===== src/dpss_pkg.sv =====
// Shared constants, codes and item types for the pair set with stack and queue removal.
`default_nettype none
package dpss_pkg;

	localparam int CAPACITY = 64;
	localparam int CNT_W = $clog2(CAPACITY + 1);
	localparam int IDX_W = $clog2(CAPACITY);
	localparam int VAL_W = 32;
	localparam int HELD_W = 7;

	typedef enum logic [1:0] {
		CMD_INSERT     = 2'd0,
		CMD_REMOVE     = 2'd1,
		CMD_POP_NEWEST = 2'd2,
		CMD_POP_OLDEST = 2'd3
	} cmd_t;

	typedef enum logic [2:0] {
		ST_ADDED    = 3'd0,
		ST_DUP      = 3'd1,
		ST_FULL     = 3'd2,
		ST_REMOVED  = 3'd3,
		ST_NOTFOUND = 3'd4,
		ST_EMPTY    = 3'd5
	} status_t;

	typedef struct packed {
		cmd_t                     command;
		logic signed [VAL_W-1:0]  first_value;
		logic signed [VAL_W-1:0]  second_value;
	} in_t;

	typedef struct packed {
		status_t                  status;
		logic signed [VAL_W-1:0]  out_first;
		logic signed [VAL_W-1:0]  out_second;
		logic [HELD_W-1:0]        entries_held;
	} out_t;

	typedef struct packed {
		logic                     match_en;
		logic                     apply_en;
		cmd_t                     cmd;
		logic signed [VAL_W-1:0]  first;
		logic signed [VAL_W-1:0]  second;
		logic [CNT_W-1:0]         count;
		logic                     found;
	} cell_ctl_t;

endpackage
`default_nettype wire


===== src/dpss_cell.sv =====
// One storage cell of the pair table: holds a pair, flags a hit and shifts toward the head.
`default_nettype none
module dpss_cell (
	input  logic                                clk,
	input  logic                                arst_n,
	input  dpss_pkg::cell_ctl_t                 ctl,
	input  logic [dpss_pkg::IDX_W-1:0]          index,
	input  logic signed [dpss_pkg::VAL_W-1:0]   nxt_first,
	input  logic signed [dpss_pkg::VAL_W-1:0]   nxt_second,
	input  logic                                shift_in,
	output logic                                shift_out,
	output logic                                hit,
	output logic signed [dpss_pkg::VAL_W-1:0]   first,
	output logic signed [dpss_pkg::VAL_W-1:0]   second
);

	logic [dpss_pkg::CNT_W-1:0] idx_ext;
	logic                       occ;
	logic                       hit_nxt;
	logic                       hit_q;
	logic                       load_new;
	logic                       load_shift;
	logic signed [dpss_pkg::VAL_W-1:0] first_q;
	logic signed [dpss_pkg::VAL_W-1:0] second_q;

	assign idx_ext = dpss_pkg::CNT_W'(index);
	assign occ = idx_ext < ctl.count;

	always_comb begin
		case (ctl.cmd)
			dpss_pkg::CMD_POP_NEWEST: hit_nxt = occ && ((idx_ext + 1'b1) == ctl.count);
			dpss_pkg::CMD_POP_OLDEST: hit_nxt = occ && (idx_ext == '0);
			default: hit_nxt = occ && (first_q == ctl.first) && (second_q == ctl.second);
		endcase
	end

	always_ff @(posedge clk or negedge arst_n) begin
		if (!arst_n) begin
			hit_q <= 1'b0;
		end else if (ctl.match_en) begin
			hit_q <= hit_nxt;
		end
	end

	assign shift_out = shift_in | hit_q;
	assign load_new = ctl.apply_en && (ctl.cmd == dpss_pkg::CMD_INSERT) && !ctl.found
		&& (idx_ext == ctl.count);
	assign load_shift = ctl.apply_en && (ctl.cmd != dpss_pkg::CMD_INSERT) && shift_out;

	always_ff @(posedge clk) begin
		if (load_new) begin
			first_q  <= ctl.first;
			second_q <= ctl.second;
		end else if (load_shift) begin
			first_q  <= nxt_first;
			second_q <= nxt_second;
		end
	end

	assign hit = hit_q;
	assign first = first_q;
	assign second = second_q;

endmodule
`default_nettype wire


===== config.mk =====
export PLATFORM = sky130hd
export DESIGN_NAME = dpss_cell
export DESIGN_NICKNAME = d
export VERILOG_FILES = /design/src/dpss_pkg.sv /design/src/dpss_cell.sv
export SDC_FILE = /design/constraint.sdc
export NUM_CORES = 1
export LEC_CHECK = 0
export BUFFER_PORTS_ARGS = -buffer_cell sky130_fd_sc_hd__buf_2
export CORE_UTILIZATION = 45
export DETAILED_ROUTE_END_ITERATION = 7
export GPL_TIMING_DRIVEN = 0
export PLACE_DENSITY = 0.88
export SLEW_MARGIN = 20
export SYNTH_ARGS = -nofsm -noshare
export SYNTH_HDL_FRONTEND = slang
export SYNTH_SLANG_ARGS = --single-unit

===== constraint.sdc =====
create_clock -name clk -period 3.35 [get_ports clk]
set_clock_uncertainty 0.2 [all_clocks]
set_input_delay 0.1675 -clock clk [delete_from_list [all_inputs] [get_ports clk]]
set_output_delay 0.1675 -clock clk [all_outputs]
set_load 0.01 [all_outputs]

==> flow_summary.yaml, run 1 <==
status:
  outcome: "aborted with a tool error"
  haltStage: "4_1_cts"
  error: "[ERROR RSZ-0060] Max buffer count reached."
clocking:
  cts-buffers-inserted: 9
  cts.sinks: 65
  cts_root_buf: "clkbuf_8"
  ctsHoldBuffers: 126
  post_cts_buffers: 0
  cts-resized-gates: 0
  cts_buffer_depth: 2
  cts-htree-levels: 3
placed_design:
  pre_cts_slack_ps: 463
  gp_congestion: 0.830
  place_inst: 605
  hpwl_mm: 8.28
  io_buffers: 214
synth:
  yosysWarnings: 0
  yosys.area_share.simple: 0.0720
  postSynthAreaPerCell_um2: 13.5
  yosysUniqueCellTypes: 30
  synth_enable_flop_cells: 64
  synth_xor_area_frac: 0.166
  yosys.area.top_type_share: 0.498
  synth_area_um2: 3860
  synth_fa_ha_area_frac: 0.0259
  synth_top_family_by_area: "multiplexers"
  syn-num-nets: 442
  synth_commonest_cells: "xor2_1 (66), edfxtp_1 (64), mux2_1 (49)"
  ys_seq_area_frac: 0.504
  synth_cells: 285
  synthFlopType: "edfxtp_1"
  synth-compound-area-share: 0.0178
  synthArstFlopShare: 0.0154
  synth_area_leaders: "edfxtp_1 (50%), xor2_1 (15%), mux2_1 (14%)"
  synth-seq-cells: 65
  synthMuxAreaShare: 0.187
  synth_most_common_cell: "xor2_1"
  yosys.area.top_type: "edfxtp_1"
die:
  initial_core_util: 0.467
  die_height_um: 94.6
  fp.dieW_um: 94.6
  pin_count: 215
  rows: 33
-- cell families after synthesis --
| kind of cell | count (synthesis) |
|---|---|
| AND/OR/NAND/NOR | 48 |
| flip-flops | 65 |
| multiplexers | 64 |
| XOR/XNOR | 73 |
| adder cells (fa/ha/maj) | 8 |
| buffers and inverters | 17 |
| AO/OA/AOI/OAI | 10 |
-- stage by stage --
stage                     hold WS [ps]  utilization  area (µm²)  TNS, ps
after global placement            -257        0.613        5060    -5030
after floorplan                   -328            -        3860        0
after detailed placement          -256        0.616        5090        0
==> run 2: changes to the inputs <==
Settings changed: CORE_UTILIZATION 45 to 30, PLACE_DENSITY 0.88 to default, PLACE_DENSITY_LB_ADDON from default to 0.15.
==> run 2 against run 1 <==
Effect of this change:
- the flow now finishes without violations
- synthesized area stayed put
- synthesized cell count did not move
==> flow_summary.yaml, run 2 <==
status:
  outcome: "finished, final reports clean"
synth:
  synth_area_um2: 3860
  synthArstFlopShare: 0.0154
  synth-seq-cells: 65
  ys_seq_area_frac: 0.504
  syn-num-nets: 442
  synth_commonest_cells: "xor2_1 (66), edfxtp_1 (64), mux2_1 (49)"
  synthFlopType: "edfxtp_1"
  yosys.area.top_type_share: 0.498
  synth_area_leaders: "edfxtp_1 (50%), xor2_1 (15%), mux2_1 (14%)"
  synth_most_common_cell: "xor2_1"
  synth_cells: 285
  postSynthAreaPerCell_um2: 13.5
  synth_enable_flop_cells: 64
  yosysWarnings: 0
  yosysUniqueCellTypes: 30
  yosys.area.top_type: "edfxtp_1"
sta:
  fin_setup_tns_ps: 0
  slew_viol_final: 0
  tightest_slew_ps: 453
  rsz0062_at_grt: "no"
  period_minus_slack_ps: 2740
  fin_crit_sh: 0.818
  worst_slew_margin_rel: 0.698
  hold_violations: 0
  fmaxAchievable_ghz: 0.365
  setup_violations: 0
power_and_ir_drop:
  leakage_nw: 2.93
  ir_worst_vdd_mv: 0.269
  powerDensity_nw_per_um2: 355
run:
  drv_cap: 0
finish:
  area_growth_pct: 76.3
  final-seq-area_um2: 1950
  n_antenna_cell: 0
  multiInputGateArea_um2: 1810
  final_common_cell: "buf_2"
  final_cell_mix: "buf_2 (215), dlygate4sd3_1 (132), xor2_1 (66)"
  fin_cells: 820
  fillCellCount: 1112
  nNetsFinal: 800
  drive_gt1_frac: 0.392
setup_path:
  cpMostUsedCell: "nor4_1"
  crit_path_end_kind: "flop"
  critPathMaxStageDelay_ps: 570
  startpoint_type: "flop"
  path_max_fanout: 2
  crit_slowest_cell: "dlygate4sd3_1"
  worstPathArrival_ps: 2810
  reg2reg_slack_ps: 610
  worst_ep_required_time_ps: 3420
  criticalPathCategory: "flop to flop"
  path_cells: "xor2_1 > nor4_1 > nand4_1 > nor4_1 > nor2_1 > o32ai_1 > dlygate4sd3_1"
clocking:
  ctsHoldBuffers: 132
  cts_tree: "yes"
  cts-buffers-inserted: 9
  cts-resized-gates: 0
  cts_buffer_depth: 2
  post_cts_buffers: 0
  cts.sinks: 65
  cts-htree-levels: 3
  cts_root_buf: "clkbuf_16"
  clock_latency_ps: 330
  path_clk_slew_ps: 60
placed_design:
  io_buffers: 214
  gp_congestion: 0.813
  hpwl_mm: 8.71
  place_inst: 672
die:
  rows: 41
  fp.dieW_um: 115
  pin_count: 215
  die_height_um: 115
  die-area_um2: 13300
  initial_core_util: 0.307
  core_um2: 12600
routing:
  num_vias: 3661
  ant_nets: 0
  drt_wl_total_mm: 12.1
  wl_per_cell_um: 14.8
  drc: 0
  vias_per_cell: 4.46
  firstDrtPassIters: 4
  drt-initial-drc-count: 110
worst_hold_path:
  hp-class: "input port to flop"
global_routing:
  grt_pass1_wl_mm: 18.7
  grt_usage: 0.189
  grt_remaining_overflow: 0
  antenna_found_initial: 0
  grt_max_degree: 38
  grt_pass1_vias: 3830
[run 2: cell counts after synthesis]
No cell type changed its count.
[run 2: metal layers]
layer	wire [µm]	track usage	vias up
met3	790	0.0560	14
met1	5000	0.217	1739
li1	-	-	1783
met2	6140	0.333	125
met5	0	0	-
met4	202	0.0667	0
[run 2: power breakdown]
group          total, mW  internal, mW  switching [mW]
combinational      0.453         0.268           0.186
clock              0.989         0.643           0.346
sequential         0.971         0.946          0.0245
total               2.41          1.86           0.557
[run 2: per-stage QoR]
stage	power, mW	hold WS (ps)	instance area, µm²	worst slack, ps	utilization
floorplan	1.14	-328	3860	627	-
detailed placement	1.32	-256	5170	366	0.412
global placement	1.31	-256	5150	-383	0.410
global route	2.53	439	6810	334	0.541
finish	2.41	395	6810	610	0.541
CTS	2.44	393	6810	507	0.541
[run 2: worst paths after layout]
check                      startpoint       end  cells past startpoint
max in group asynchronous      arst_n       hit                      3
hold / removal                ctl[74]  first[8]                      3
min in group asynchronous      arst_n       hit                      3
setup / recovery             first[9]       hit                      7
hold reg to reg                   hit       hit                      3
setup reg to reg             first[9]       hit                      7
[run 2: worst max-delay path: cells and delay by family (launching register included)]
kind	cells	cell delay [ps]
compound gates	1	250
xor+xnor	1	160
buf+inv	1	570
flops	1	400
simple gates	4	1090
[run 2: area by class of cell]
cell class              count  share of cell area
flip-flops and latches     65               0.286
multi-input cells         203               0.267
clock buffers               9              0.0331
plain buffers               7              0.0101
repair buffers            347               0.354
well taps                 172              0.0316
inverters                  10             0.00552
clock inverters             7              0.0125
[run 2: cell families after synthesis]
kind of cell,after synthesis,synth area share
adders and majority gates,8,0.0259
AOI/OAI and AO/OA,10,0.0178
muxes,64,0.187
and+or+nand+nor,48,0.0720
DFF,65,0.504
buffers and inverters,17,0.0276
xor gates and xnor gates,73,0.166
(Power assumes the default switching activity.)
